===== src/hdl/scalc_pkg.sv =====
// ----------------------------------------------------------------------------
// scalc_pkg
// shared types, command codes, status codes and radix helpers for the
// stack calculator alu
// ----------------------------------------------------------------------------
package scalc_pkg;

  localparam int unsigned STACK_DEPTH = 5;
  localparam int unsigned WORD_W      = 32;

  typedef logic [WORD_W-1:0] word_t;

  localparam logic [1:0] RADIX_RESET = 2'd2;

  localparam logic [1:0] RADIX_BIN = 2'd0;
  localparam logic [1:0] RADIX_OCT = 2'd1;
  localparam logic [1:0] RADIX_DEC = 2'd2;
  localparam logic [1:0] RADIX_HEX = 2'd3;

  localparam logic [2:0] FUNC_ALU     = 3'd0;
  localparam logic [2:0] FUNC_SWAP    = 3'd1;
  localparam logic [2:0] FUNC_ROLL_UP = 3'd2;
  localparam logic [2:0] FUNC_ROLL_DN = 3'd3;
  localparam logic [2:0] FUNC_DIGIT   = 3'd4;

  localparam logic [3:0] OP_ADD  = 4'd0;
  localparam logic [3:0] OP_SUB  = 4'd1;
  localparam logic [3:0] OP_MUL  = 4'd2;
  localparam logic [3:0] OP_DIV  = 4'd3;
  localparam logic [3:0] OP_LAND = 4'd4;
  localparam logic [3:0] OP_LOR  = 4'd5;
  localparam logic [3:0] OP_LNOT = 4'd6;
  localparam logic [3:0] OP_AND  = 4'd7;
  localparam logic [3:0] OP_OR   = 4'd8;
  localparam logic [3:0] OP_NOT  = 4'd9;
  localparam logic [3:0] OP_XOR  = 4'd10;
  localparam logic [3:0] OP_SHL  = 4'd11;
  localparam logic [3:0] OP_SHR  = 4'd12;

  localparam logic [1:0] STAT_OK    = 2'd0;
  localparam logic [1:0] STAT_DIV0  = 2'd1;
  localparam logic [1:0] STAT_DIGIT = 2'd2;

  localparam word_t POW10 [10] = '{
    32'd1, 32'd10, 32'd100, 32'd1000, 32'd10000, 32'd100000,
    32'd1000000, 32'd10000000, 32'd100000000, 32'd1000000000
  };

  function automatic logic [4:0] radix_of(input logic [1:0] mode);
    logic [4:0] r;
    case (mode)
      RADIX_BIN: r = 5'd2;
      RADIX_OCT: r = 5'd8;
      RADIX_DEC: r = 5'd10;
      default:   r = 5'd16;
    endcase
    return r;
  endfunction

  function automatic logic [4:0] max_pos_of(input logic [1:0] mode);
    logic [4:0] p;
    case (mode)
      RADIX_BIN: p = 5'd31;
      RADIX_OCT: p = 5'd10;
      RADIX_DEC: p = 5'd9;
      default:   p = 5'd7;
    endcase
    return p;
  endfunction

  // pos is already saturated to the largest position of the radix
  function automatic word_t weight_of(input logic [1:0] mode, input logic [4:0] pos);
    word_t w;
    case (mode)
      RADIX_BIN: w = word_t'(1) << pos;
      RADIX_OCT: w = word_t'(1) << ({1'b0, pos} * 6'd3);
      RADIX_DEC: w = POW10[pos[3:0]];
      default:   w = word_t'(1) << ({1'b0, pos} * 6'd4);
    endcase
    return w;
  endfunction

endpackage


===== src/hdl/scalc_intf.sv =====
// ----------------------------------------------------------------------------
// scalc_intf
// valid/ready channels for command requests and result requests
// ----------------------------------------------------------------------------
interface scalc_cmd_if;
  logic       valid;
  logic       ready;
  logic [2:0] func;
  logic [3:0] alu_op;
  logic [3:0] digit_value;
  logic [4:0] digit_pos;

  modport source (output valid, output func, output alu_op, output digit_value,
                  output digit_pos, input ready);
  modport sink   (input valid, input func, input alu_op, input digit_value,
                  input digit_pos, output ready);
endinterface

interface scalc_res_if;
  logic        valid;
  logic        ready;
  logic [31:0] top_value;
  logic [31:0] second_value;
  logic [1:0]  status;

  modport source (output valid, output top_value, output second_value, output status,
                  input ready);
  modport sink   (input valid, input top_value, input second_value, input status,
                  output ready);
endinterface


===== src/hdl/scalc_mul.sv =====
// ----------------------------------------------------------------------------
// scalc_mul
// bit-serial shift-add multiplier, one multiplier bit per cycle, product
// truncated to the word width
// ----------------------------------------------------------------------------
module scalc_mul #(
  parameter int unsigned WIDTH = scalc_pkg::WORD_W
) (
  input  logic             clk_i,
  input  logic             rst_ni,
  input  logic             start_i,
  input  logic [WIDTH-1:0] a_i,
  input  logic [WIDTH-1:0] b_i,
  output logic             done_o,
  output logic [WIDTH-1:0] prod_o
);

  localparam int unsigned CNT_W = $clog2(WIDTH);

  logic [WIDTH-1:0] a_q, b_q, acc_q;
  logic [CNT_W-1:0] cnt_q;
  logic             busy_q, done_q;

  always_ff @(posedge clk_i or negedge rst_ni) begin
    if (!rst_ni) begin
      busy_q <= 1'b0;
      done_q <= 1'b0;
      cnt_q  <= '0;
      a_q    <= '0;
      b_q    <= '0;
      acc_q  <= '0;
    end else if (start_i) begin
      busy_q <= 1'b1;
      done_q <= 1'b0;
      cnt_q  <= '0;
      a_q    <= a_i;
      b_q    <= b_i;
      acc_q  <= '0;
    end else if (busy_q) begin
      if (a_q[0]) begin
        acc_q <= acc_q + b_q;
      end
      a_q   <= a_q >> 1;
      b_q   <= b_q << 1;
      cnt_q <= cnt_q + 1'b1;
      if (cnt_q == CNT_W'(WIDTH - 1)) begin
        busy_q <= 1'b0;
        done_q <= 1'b1;
      end
    end else begin
      done_q <= 1'b0;
    end
  end

  assign done_o = done_q;
  assign prod_o = acc_q;

endmodule


===== src/hdl/scalc_div.sv =====
// ----------------------------------------------------------------------------
// scalc_div
// bit-serial restoring divider, one quotient bit per cycle
// ----------------------------------------------------------------------------
module scalc_div #(
  parameter int unsigned WIDTH = scalc_pkg::WORD_W
) (
  input  logic             clk_i,
  input  logic             rst_ni,
  input  logic             start_i,
  input  logic [WIDTH-1:0] dividend_i,
  input  logic [WIDTH-1:0] divisor_i,
  output logic             done_o,
  output logic [WIDTH-1:0] quot_o,
  output logic [WIDTH-1:0] rem_o
);

  localparam int unsigned CNT_W = $clog2(WIDTH);

  logic [WIDTH-1:0] q_q, r_q, d_q;
  logic [CNT_W-1:0] cnt_q;
  logic             busy_q, done_q;
  logic [WIDTH:0]   shifted, diff;

  assign shifted = {r_q, q_q[WIDTH-1]};
  assign diff    = shifted - {1'b0, d_q};

  always_ff @(posedge clk_i or negedge rst_ni) begin
    if (!rst_ni) begin
      busy_q <= 1'b0;
      done_q <= 1'b0;
      cnt_q  <= '0;
      q_q    <= '0;
      r_q    <= '0;
      d_q    <= '0;
    end else if (start_i) begin
      busy_q <= 1'b1;
      done_q <= 1'b0;
      cnt_q  <= '0;
      q_q    <= dividend_i;
      r_q    <= '0;
      d_q    <= divisor_i;
    end else if (busy_q) begin
      if (!diff[WIDTH]) begin
        r_q <= diff[WIDTH-1:0];
        q_q <= {q_q[WIDTH-2:0], 1'b1};
      end else begin
        r_q <= shifted[WIDTH-1:0];
        q_q <= {q_q[WIDTH-2:0], 1'b0};
      end
      cnt_q <= cnt_q + 1'b1;
      if (cnt_q == CNT_W'(WIDTH - 1)) begin
        busy_q <= 1'b0;
        done_q <= 1'b1;
      end
    end else begin
      done_q <= 1'b0;
    end
  end

  assign done_o = done_q;
  assign quot_o = q_q;
  assign rem_o  = r_q;

endmodule


===== src/hdl/stack_calculator_alu_core.sv =====
// ----------------------------------------------------------------------------
// stack_calculator_alu_core
// rpn stack calculator datapath with serial multiply, divide and digit
// replacement
// ----------------------------------------------------------------------------
// One command request is taken at a time and gives one result request with
// the top two stack words and a status. Swap, roll and the combinational alu
// operations go from idle to the write-back state, which loads the result
// register once it is free. Multiply and divide run on bit-serial units
// that take one bit per cycle before they go to write-back.
// Setting a digit runs the serial divider twice (top word by the digit
// weight, then by the radix), then adds the change. A finished result waits in
// an output register, and the next command is taken while it waits; that
// command's result then holds until the waiting one is taken.
module stack_calculator_alu_core #(
  parameter int unsigned STACK_DEPTH = scalc_pkg::STACK_DEPTH
) (
  input  logic               clk_i,
  input  logic               rst_ni,
  input  logic               cfg_we_i,
  input  logic [1:0]         cfg_wdata_i,
  scalc_cmd_if.sink          cmd_i,
  scalc_res_if.source        res_o
);

  typedef enum logic [2:0] {
    S_IDLE, S_MUL, S_DIV, S_DIG_DIV1, S_DIG_DIV2, S_DIG_ADD, S_WB
  } state_e;

  state_e               state_q;
  scalc_pkg::word_t     stack_q [STACK_DEPTH];
  scalc_pkg::word_t     stack_d [STACK_DEPTH];
  logic [1:0]           radix_q;
  logic [2:0]           func_q;
  logic [3:0]           dval_q;
  logic [4:0]           base_q;
  scalc_pkg::word_t     w_q, delta_q, res_top_q;
  logic [1:0]           status_q;
  logic                 out_valid_q;
  scalc_pkg::word_t     out_top_q, out_second_q;
  logic [1:0]           out_status_q;
  logic                 mul_start_q, div_start_q;
  scalc_pkg::word_t     div_a_q, div_b_q;

  logic                 mul_done, div_done;
  scalc_pkg::word_t     mul_prod, div_quot, div_rem;
  scalc_pkg::word_t     top_w, sec_w, alu_res, weight;
  logic [4:0]           radix, max_pos, pos_sat;

  scalc_mul #(.WIDTH(scalc_pkg::WORD_W)) u_mul (
    .clk_i   (clk_i),
    .rst_ni  (rst_ni),
    .start_i (mul_start_q),
    .a_i     (stack_q[0]),
    .b_i     (stack_q[1]),
    .done_o  (mul_done),
    .prod_o  (mul_prod)
  );

  scalc_div #(.WIDTH(scalc_pkg::WORD_W)) u_div (
    .clk_i      (clk_i),
    .rst_ni     (rst_ni),
    .start_i    (div_start_q),
    .dividend_i (div_a_q),
    .divisor_i  (div_b_q),
    .done_o     (div_done),
    .quot_o     (div_quot),
    .rem_o      (div_rem)
  );

  assign top_w   = stack_q[0];
  assign sec_w   = stack_q[1];
  assign radix   = scalc_pkg::radix_of(radix_q);
  assign max_pos = scalc_pkg::max_pos_of(radix_q);
  assign pos_sat = (cmd_i.digit_pos > max_pos) ? max_pos : cmd_i.digit_pos;
  assign weight  = scalc_pkg::weight_of(radix_q, pos_sat);

  always_comb begin
    case (cmd_i.alu_op)
      scalc_pkg::OP_ADD:  alu_res = top_w + sec_w;
      scalc_pkg::OP_SUB:  alu_res = top_w - sec_w;
      scalc_pkg::OP_LAND: alu_res = scalc_pkg::word_t'((top_w != '0) && (sec_w != '0));
      scalc_pkg::OP_LOR:  alu_res = scalc_pkg::word_t'((top_w != '0) || (sec_w != '0));
      scalc_pkg::OP_LNOT: alu_res = scalc_pkg::word_t'(top_w == '0);
      scalc_pkg::OP_AND:  alu_res = top_w & sec_w;
      scalc_pkg::OP_OR:   alu_res = top_w | sec_w;
      scalc_pkg::OP_NOT:  alu_res = ~top_w;
      scalc_pkg::OP_XOR:  alu_res = top_w ^ sec_w;
      scalc_pkg::OP_SHL:  alu_res = top_w << 1;
      scalc_pkg::OP_SHR:  alu_res = top_w >> 1;
      default:            alu_res = top_w;
    endcase
  end

  always_comb begin
    for (int i = 0; i < STACK_DEPTH; i++) begin
      stack_d[i] = stack_q[i];
    end
    case (func_q)
      scalc_pkg::FUNC_ALU, scalc_pkg::FUNC_DIGIT: begin
        stack_d[0] = res_top_q;
      end
      scalc_pkg::FUNC_SWAP: begin
        stack_d[0] = stack_q[1];
        stack_d[1] = stack_q[0];
      end
      scalc_pkg::FUNC_ROLL_UP: begin
        for (int i = 1; i < STACK_DEPTH; i++) begin
          stack_d[i] = stack_q[i-1];
        end
      end
      scalc_pkg::FUNC_ROLL_DN: begin
        for (int i = 0; i < STACK_DEPTH - 1; i++) begin
          stack_d[i] = stack_q[i+1];
        end
      end
      default: begin
      end
    endcase
  end

  assign cmd_i.ready        = (state_q == S_IDLE);
  assign res_o.valid        = out_valid_q;
  assign res_o.top_value    = out_top_q;
  assign res_o.second_value = out_second_q;
  assign res_o.status       = out_status_q;

  always_ff @(posedge clk_i or negedge rst_ni) begin
    if (!rst_ni) begin
      state_q      <= S_IDLE;
      for (int i = 0; i < STACK_DEPTH; i++) begin
        stack_q[i] <= '0;
      end
      radix_q      <= scalc_pkg::RADIX_RESET;
      func_q       <= '0;
      dval_q       <= '0;
      base_q       <= '0;
      w_q          <= '0;
      delta_q      <= '0;
      res_top_q    <= '0;
      status_q     <= scalc_pkg::STAT_OK;
      out_valid_q  <= 1'b0;
      out_top_q    <= '0;
      out_second_q <= '0;
      out_status_q <= scalc_pkg::STAT_OK;
      mul_start_q  <= 1'b0;
      div_start_q  <= 1'b0;
      div_a_q      <= '0;
      div_b_q      <= '0;
    end else begin
      mul_start_q <= 1'b0;
      div_start_q <= 1'b0;
      if (cfg_we_i) begin
        radix_q <= cfg_wdata_i;
      end
      if (res_o.ready) begin
        out_valid_q <= 1'b0;
      end
      case (state_q)
        S_IDLE: begin
          if (cmd_i.valid) begin
            func_q    <= cmd_i.func;
            status_q  <= scalc_pkg::STAT_OK;
            res_top_q <= top_w;
            state_q   <= S_WB;
            case (cmd_i.func)
              scalc_pkg::FUNC_ALU: begin
                if (cmd_i.alu_op == scalc_pkg::OP_MUL) begin
                  mul_start_q <= 1'b1;
                  state_q     <= S_MUL;
                end else if (cmd_i.alu_op == scalc_pkg::OP_DIV) begin
                  if (sec_w == '0) begin
                    status_q <= scalc_pkg::STAT_DIV0;
                  end else begin
                    div_a_q     <= top_w;
                    div_b_q     <= sec_w;
                    div_start_q <= 1'b1;
                    state_q     <= S_DIV;
                  end
                end else begin
                  res_top_q <= alu_res;
                end
              end
              scalc_pkg::FUNC_DIGIT: begin
                if ({1'b0, cmd_i.digit_value} >= radix) begin
                  status_q <= scalc_pkg::STAT_DIGIT;
                end else begin
                  dval_q      <= cmd_i.digit_value;
                  base_q      <= radix;
                  w_q         <= weight;
                  div_a_q     <= top_w;
                  div_b_q     <= weight;
                  div_start_q <= 1'b1;
                  state_q     <= S_DIG_DIV1;
                end
              end
              default: begin
              end
            endcase
          end
        end
        S_MUL: begin
          if (mul_done) begin
            res_top_q <= mul_prod;
            state_q   <= S_WB;
          end
        end
        S_DIV: begin
          if (div_done) begin
            res_top_q <= div_quot;
            state_q   <= S_WB;
          end
        end
        S_DIG_DIV1: begin
          if (div_done) begin
            div_a_q     <= div_quot;
            div_b_q     <= scalc_pkg::word_t'(base_q);
            div_start_q <= 1'b1;
            state_q     <= S_DIG_DIV2;
          end
        end
        S_DIG_DIV2: begin
          if (div_done) begin
            delta_q <= (scalc_pkg::word_t'(dval_q) * w_q)
                     - (scalc_pkg::word_t'(div_rem[3:0]) * w_q);
            state_q <= S_DIG_ADD;
          end
        end
        S_DIG_ADD: begin
          res_top_q <= top_w + delta_q;
          state_q   <= S_WB;
        end
        S_WB: begin
          if (!out_valid_q || res_o.ready) begin
            for (int i = 0; i < STACK_DEPTH; i++) begin
              stack_q[i] <= stack_d[i];
            end
            out_top_q    <= stack_d[0];
            out_second_q <= stack_d[1];
            out_status_q <= status_q;
            out_valid_q  <= 1'b1;
            state_q      <= S_IDLE;
          end
        end
        default: begin
          state_q <= S_IDLE;
        end
      endcase
    end
  end

endmodule


===== src/flat_wrapper.sv =====
// flat-port wrapper written by rule: the top's interface ports become plain ports
module stack_calculator_alu_core_flat 
#(
  parameter int unsigned STACK_DEPTH = scalc_pkg::STACK_DEPTH
)
  (clk_i, rst_ni, cfg_we_i, cfg_wdata_i, cmd_i_valid, cmd_i_func, cmd_i_alu_op, cmd_i_digit_value, cmd_i_digit_pos, cmd_i_ready, res_o_valid, res_o_top_value, res_o_second_value, res_o_status, res_o_ready);
  scalc_cmd_if cmd_i_i ();
  scalc_res_if res_o_i ();
  input  logic clk_i;
  input  logic rst_ni;
  input  logic cfg_we_i;
  input  logic [1:0] cfg_wdata_i;
  input wire logic [$bits(cmd_i_i.valid)-1:0] cmd_i_valid;
  input wire logic [$bits(cmd_i_i.func)-1:0] cmd_i_func;
  input wire logic [$bits(cmd_i_i.alu_op)-1:0] cmd_i_alu_op;
  input wire logic [$bits(cmd_i_i.digit_value)-1:0] cmd_i_digit_value;
  input wire logic [$bits(cmd_i_i.digit_pos)-1:0] cmd_i_digit_pos;
  output wire logic [$bits(cmd_i_i.ready)-1:0] cmd_i_ready;
  output wire logic [$bits(res_o_i.valid)-1:0] res_o_valid;
  output wire logic [$bits(res_o_i.top_value)-1:0] res_o_top_value;
  output wire logic [$bits(res_o_i.second_value)-1:0] res_o_second_value;
  output wire logic [$bits(res_o_i.status)-1:0] res_o_status;
  input wire logic [$bits(res_o_i.ready)-1:0] res_o_ready;
  assign cmd_i_i.valid = cmd_i_valid;
  assign cmd_i_i.func = cmd_i_func;
  assign cmd_i_i.alu_op = cmd_i_alu_op;
  assign cmd_i_i.digit_value = cmd_i_digit_value;
  assign cmd_i_i.digit_pos = cmd_i_digit_pos;
  assign cmd_i_ready = cmd_i_i.ready;
  assign res_o_valid = res_o_i.valid;
  assign res_o_top_value = res_o_i.top_value;
  assign res_o_second_value = res_o_i.second_value;
  assign res_o_status = res_o_i.status;
  assign res_o_i.ready = res_o_ready;
  stack_calculator_alu_core #(.STACK_DEPTH(STACK_DEPTH)) u_core (.clk_i(clk_i), .rst_ni(rst_ni), .cfg_we_i(cfg_we_i), .cfg_wdata_i(cfg_wdata_i), .cmd_i(cmd_i_i), .res_o(res_o_i));
endmodule

===== config.mk =====
export PLATFORM = sky130hd
export DESIGN_NAME = stack_calculator_alu_core_flat
export DESIGN_NICKNAME = d
export VERILOG_FILES = /design/src/hdl/scalc_pkg.sv /design/src/hdl/scalc_intf.sv /design/src/hdl/scalc_mul.sv /design/src/hdl/scalc_div.sv /design/src/hdl/stack_calculator_alu_core.sv /design/src/flat_wrapper.sv
export SDC_FILE = /design/constraint.sdc
export NUM_CORES = 2
export LEC_CHECK = 0
export ABC_AREA = 1
export BUFFER_PORTS_ARGS = -buffer_cell sky130_fd_sc_hd__buf_2
export CAP_MARGIN = 20
export CORE_ASPECT_RATIO = 1.1
export CORE_MARGIN = 2
export CORE_UTILIZATION = 35
export CTS_BUF_LIST = sky130_fd_sc_hd__clkbuf_4
export DETAILED_ROUTE_END_ITERATION = 7
export SETUP_SLACK_MARGIN = 0.4
export SLEW_MARGIN = 10
export SYNTH_ARGS = -nofsm -noshare
export SYNTH_HDL_FRONTEND = slang
export SYNTH_SLANG_ARGS = --single-unit

===== constraint.sdc =====
create_clock -name clk_i -period 7.9 [get_ports clk_i]
set_clock_uncertainty 0.2 [all_clocks]
set_input_delay 1.185 -clock clk_i [delete_from_list [all_inputs] [get_ports clk_i]]
set_output_delay 1.185 -clock clk_i [all_outputs]
set_load 0.05 [all_outputs]

* Word level (Yosys, flattened, before mapping)
Memories as Yosys holds them, arrays and structs flattened.
Index checks and enable logic that the tools add are counted.
** Storage, ports and cells
- Flip-flop bits (word level) :: 550
- ROM bits :: 512
- Bits of input ports :: 23
- Output and inout port bits :: 68
- Logic and storage cells :: 225
- Memories kept :: 1
** Memory list
- (no name shown) :: words 16, width 32, read ports 1, clocked after Yosys merged registers in 0, wr ports 0, RTL line scalc_pkg.sv:77 : RADIX_DEC: w = POW10[pos[3:0]];
** Operators by class
- $add $sub $neg :: 8
- Multipliers :: 3
- $lt $le $gt $ge :: 3
- Eq/ne operators :: 40
- Shift operators :: 3
- Multiplexer cells :: 93
- Bitwise logic cells :: 6
- Reduce and logical (&&, ||, !) cells :: 36
** Operators by type and width (number)
- 2-to-1 mux 32 bit :: 31
- one-hot mux 32 bit (2 select lines) :: 6
- one-hot mux 32 bit (11 select lines) :: 1
- one-hot mux 32 bit (4 select lines) :: 1
- one-hot mux 64 bit (2 select lines) :: 1
- adder 32 bit :: 3
- one-hot mux 32 bit (3 select lines) :: 1
- logical NOT 32 bit :: 2
- multiplier 4 x 32 -> 32 bit :: 2
- nonzero test 32 bit :: 2
- << shifter 1 x 6 -> 32 bit (first input constant) :: 2
- subtractor 32 bit :: 2
- subtractor 33 x 32 -> 33 bit :: 1
- AND 32 bit :: 1
- inverter 32 bit :: 1
- OR 32 bit :: 1
- << shifter 1 x 5 -> 32 bit (first input constant) :: 1
- bitwise XOR 32 bit :: 1
- 2-to-1 mux 3 bit :: 10
- one-hot mux 5 bit (3 select lines) :: 2
- 2-to-1 mux 1 bit :: 27
- 2-to-1 mux 5 bit :: 5
- one-hot mux 3 bit (7 select lines) :: 1
- equality test 4 bit (second input constant) :: 5
- 39 further kinds :: 82

* Depth between registers and ports, before layout
- Depth after elaboration :: 13
- Depth in mapped cells :: 28
- Mapped depth without buffers :: 28

* By module
From an unflattened synthesis, not the netlist that was laid out.
** Second synthesis, totals
- Cell total of the unflattened synthesis :: 6548
- Area total of the unflattened synthesis :: 45612.5 um2
** By module, submodules not included
- stack_calculator_alu_core :: instances 1, cells an instance 4533, area each 31808.0 um2, sequential area each 8559.5 um2
- scalc_div :: instances 1, cells an instance 1056, area each 7154.4 um2, sequential area each 2577.5 um2
- scalc_mul :: instances 1, cells an instance 959, area each 6650.1 um2, sequential area each 2577.5 um2

* Worst setup path after synthesis
OpenSTA, ideal clock, no wires.
- Path kind :: register to register
- Start point :: reg u_core.u_div.r_q[1] (netlist: u_core.u_div.rem_o[1])
- End point :: reg u_core.delta_q[16]
- Library setup time :: 0.118 ns
- Arrival :: 4.444 ns
- Required time :: 7.582 ns
- Setup slack :: 3.138 ns
- Stages on the path, launching flop included :: 21
- Buffers on the path :: 2
- Period minus slack after synthesis :: 4.762 ns
- Cell sequence :: dfrtp_1 -> clkbuf_1 -> clkbuf_1 -> nand2_1 -> fa_1 -> fa_1 -> fa_1 -> inv_1 -> fa_1 -> inv_1 -> ha_1 -> a21oi_1 -> nor2_1 -> o21ai_0 -> nand3_1 -> a21oi_1 -> or2_2 -> nand2_1 -> or2_2 -> nand3_1 -> nand2_1
** On the way
- Cells in the longest elaborated chain, start to end :: 2
** Ends and longest elaborated chain
- start, declared :: RTL line scalc_div.sv:20 : logic [WIDTH-1:0] q_q, r_q, d_q;
- start signal, assigned :: RTL line scalc_div.sv:45 : r_q <= diff[WIDTH-1:0];
- start signal, assigned :: RTL line scalc_div.sv:48 : r_q <= shifted[WIDTH-1:0];
- multiplier 4 x 32 -> 32 bit :: RTL line stack_calculator_alu_core.sv:225 : - (scalc_pkg::word_t'(div_rem[3:0]) * w_q);
- subtractor 32 bit :: RTL line stack_calculator_alu_core.sv:225
- end signal, assigned :: RTL line stack_calculator_alu_core.sv:224 : delta_q <= (scalc_pkg::word_t'(dval_q) * w_q)
- end, declared :: RTL line stack_calculator_alu_core.sv:37 : scalc_pkg::word_t w_q, delta_q, res_top_q;
No other way between the ends.
A chain may end at the register's enable or synchronous reset.

* Worst setup path after layout
- Start point :: reg u_core.u_div.r_q[0] (netlist: u_core.u_div.rem_o[0])
- End point :: reg u_core.delta_q[16]
Same word-level chain as after synthesis.

==> flow_metrics.py <==
metrics = {
    "global_routing": {
        "grt_usage": 0.2709,
        "grt_first_pass_wirelength_um": 263600,
        "antenna_found_initial": 15,
        "first_global_vias": 41200,
        "grt_overflow": 0,
        "grt_start_max_net_pins": 162,
    },
    "drt": {
        "route.detailed.drc": 0,
        "drt_iter0_drc": 4130,
        "antenna_left": 0,
        "vias": 43110,
        "first_pass_iters": 6,
        "wl_per_cell_um": 21.94,
        "viasPerCell": 5.388,
        "wl_um": 175600,
    },
    "sta": {
        "min_period_over_period": 0.7753,
        "grt_setup_unrepaired": "false",
        "timing.final.crit_period_ns": 6.125,
        "tightest_slew_ns": 1.263,
        "finalSetupViolCount": 0,
        "hold_slack_ns": 0.1318,
        "fmax_mhz": 163.3,
        "slew_headroom": 0.1577,
        "setup_tns_ns": 0,
        "hold_violations": 0,
        "finalMaxSlewViolations": 0,
    },
    "synth": {
        "synth_fp_nets": 6679,
        "ys_seq_area_frac": 0.3097,
        "synthFlopType": "dfrtp_1",
        "synth_top_area_frac": 0.3091,
        "synth-seq-cells": 548,
        "synth-edff-count": 0,
        "netlist_instances": 6228,
        "syn_area_per_cell_sq_um": 7.110,
        "synth_area_leaders": "dfrtp_1, nand2_1, fa_1",
        "syn_area_sq_mm": 0.04428,
        "async_flop_share": 1.000,
        "synth_area_leader_cell": "dfrtp_1",
        "synth.distinct_cells": 56,
        "synth_warnings": 0,
    },
    "setup_path": {
        "cp.required_ns": 8.76,
        "reg2reg_slack_ns": 1.78,
        "cp-start-kind": "flop",
        "timing.rr.start": "u_core.u_div.rem_o[0]$_DFFE_PN0P_",
        "critPathKind": "reg2reg",
        "cp_max_fo": 24,
        "ff2ff_path_depth": 19,
        "critPathArrivalTime_ns": 6.98,
        "cp-end-kind": "flop",
        "r2r-end": "u_core.delta_q[16]$_DFFE_PN0P_",
    },
    "placed_design": {
        "io_buffers": 90,
        "hpwl_um": 131800,
        "gp_congestion": 0.9973,
    },
    "die": {
        "initial_utilization": 0.3536,
        "die_y_um": 377.1,
        "rows": 136,
        "core_sq_mm": 0.1252,
        "io_pins": 91,
        "design.die.area_sq_mm": 0.1294,
        "fp.dieW_um": 343.1,
    },
    "cts": {
        "numClockSinks": 548,
        "htree_levels": 4,
        "cts_buffers": 155,
        "clk_pin_slew_worst_paths_ns": 0.08,
        "cts_tree": "built",
        "cts_root_buf": "clkbuf_4",
        "clock_path_buffers": 3,
        "clk_latency_ns": 1.20,
        "ctsResizeCount": 0,
    },
    "pwr": {
        "leakage_uw": 0.02384,
        "power.density_mw_per_mm2": 412.0,
        "irDropWorstVdd_v": 0.0002205,
    },
    "hold_path": {
        "whs_endpoint": "u_core.dval_q[1]$_DFFE_PN0P_",
        "hold_depth": 3,
        "min_path_type": "in2reg",
        "min_from": "cmd_i_digit_value[1]",
    },
    "cells_and_area": {
        "mostFrequentLayoutCell": "nand2_1",
        "fillerInstances": 13510,
        "layout-drive-gt1-share": 0.07592,
        "seqCellArea_sq_mm": 0.01372,
        "syn2layout_area_growth_pct": 8.530,
        "layout.nets": 6677,
        "multi_input_area_sq_mm": 0.02601,
        "final_cell_mix": "nand2_1, inv_1, dfrtp_1, o21ai_0, nor2_1",
    },
    "run_status": {
        "status": "finished, final reports clean",
    },
    "flow_run": {
        "cap_violations": 0,
    },
}
==> logic make-up after synthesis <==
| family | after synthesis | share of synthesized area |
|---|---|---|
| compound gates | 1229 | 0.1617 |
| flops | 548 | 0.3097 |
| xor+xnor | 84 | 0.01661 |
| simple gates | 2789 | 0.2564 |
| fa+ha+maj | 428 | 0.1509 |
| buf+inv | 1150 | 0.1047 |
==> worst max-delay path by stage <==
stage / from / end / slack, ns / depth (start not counted)
finish: u_core.u_div.rem_o[0]$_DFFE_PN0P_ / u_core.delta_q[16]$_DFFE_PN0P_ / 1.78 / 19
global route: u_core.u_div.rem_o[0]$_DFFE_PN0P_ / u_core.delta_q[16]$_DFFE_PN0P_ / 1.57 / 19
CTS: u_core.u_div.rem_o[0]$_DFFE_PN0P_ / u_core.delta_q[16]$_DFFE_PN0P_ / 1.94 / 19
detailed placement: cmd_i_alu_op[3] / u_core.res_top_q[19]$_DFFE_PN0P_ / 1.89 / 21
global placement: cmd_i_alu_op[3] / u_core.res_top_q[18]$_DFFE_PN0P_ / 1.90 / 20
floorplan: u_core.u_div.rem_o[1]$_DFFE_PN0P_ / u_core.delta_q[16]$_DFFE_PN0P_ / 3.14 / 20
==> worst max-delay path, cell delays in order, from the launching register on <==
cell	delay [ns]
dfrtp_1	0.96
nand2_1	0.20
fa_1	0.56
inv_1	0.04
ha_1	0.31
fa_1	0.54
fa_1	0.42
inv_1	0.06
ha_1	0.16
inv_1	0.06
fa_1	0.54
inv_1	0.22
nand2_1	0.10
o21ai_0	0.58
a21oi_1	0.34
or2_2	0.36
nand2_1	0.07
or2_2	0.10
nand3_1	0.11
nand2_1	0.09
==> layout make-up <==
type                       count  share of cell area
clock inverter                51            0.006925
clock buffer                 216             0.03374
antenna                        9           0.0004686
timing repair buffer         169             0.02484
tap                         1656             0.04311
multi-input combinational   4530              0.5412
inverter                     822             0.06428
sequential                   548              0.2854
==> sequential cells by signal, indices dropped and copies added (netlist names), 5 cells and up <==
name,flops
u_core.u_div.rem_o,32
u_core.w_q,32
u_core.res_top_q,32
u_core.u_div.cnt_q,5
u_core.u_div.quot_o,32
u_core.u_mul.a_q,32
u_core.div_a_q,32
u_core.div_b_q,32
u_core.stack_q,96
u_core.res_o.second_value,32
u_core.u_mul.cnt_q,5
u_core.u_mul.b_q,32
u_core.u_mul.prod_o,32
u_core.res_o.top_value,32
u_core.u_div.d_q,32
u_core.delta_q,32
==> synth_stat cells (55+ instances only) <==
cell	n
o21ai_0	488
nand3_1	317
a21oi_1	311
o211ai_1	161
inv_1	768
dfrtp_1	547
nor3_1	58
nand2_1	1943
clkbuf_1	201
xor2_1	55
buf_4	69
nor2_1	338
ha_1	251
fa_1	177
==> per-stage QoR <==
stage                     worst slack, ns  total power, uW  utilization  instance area, sq um  cells
after floorplan                     3.138            12740            -                 44280   6228
after global placement              1.898            16790       0.3663                 45880   7712
after detailed placement            1.893            16820       0.3668                 45940   7714
after CTS                           1.945            19660       0.3831                 47980   7990
after global routing                1.574            21350       0.3837                 48050   7997
final                               1.775            19800       0.3837                 48060   8001
==> routing by layer <==
metal | track usage | routed length (um)
met1 | 0.3604 | 74400
met4 | 0.1332 | 9004
met5 | 0 | 51
met2 | 0.4075 | 76400
met3 | 0.06892 | 15710
==> power by group <==
group	switching, uW	internal [uW]	leakage, uW
registers	1390	3700	0.00703
logic	8450	3520	0.0156
clock network	1360	1370	0.00116
==> repair_timing <==
action | 4_1_cts | 5_1_grt
setup buffers | 0 | 0
hold buffers | 9 | 0
endpoints found under the hold margin | 108 | 0
setup endpoints to repair | 0 | 0
Note: power is estimated with default switching activity, not from simulation.
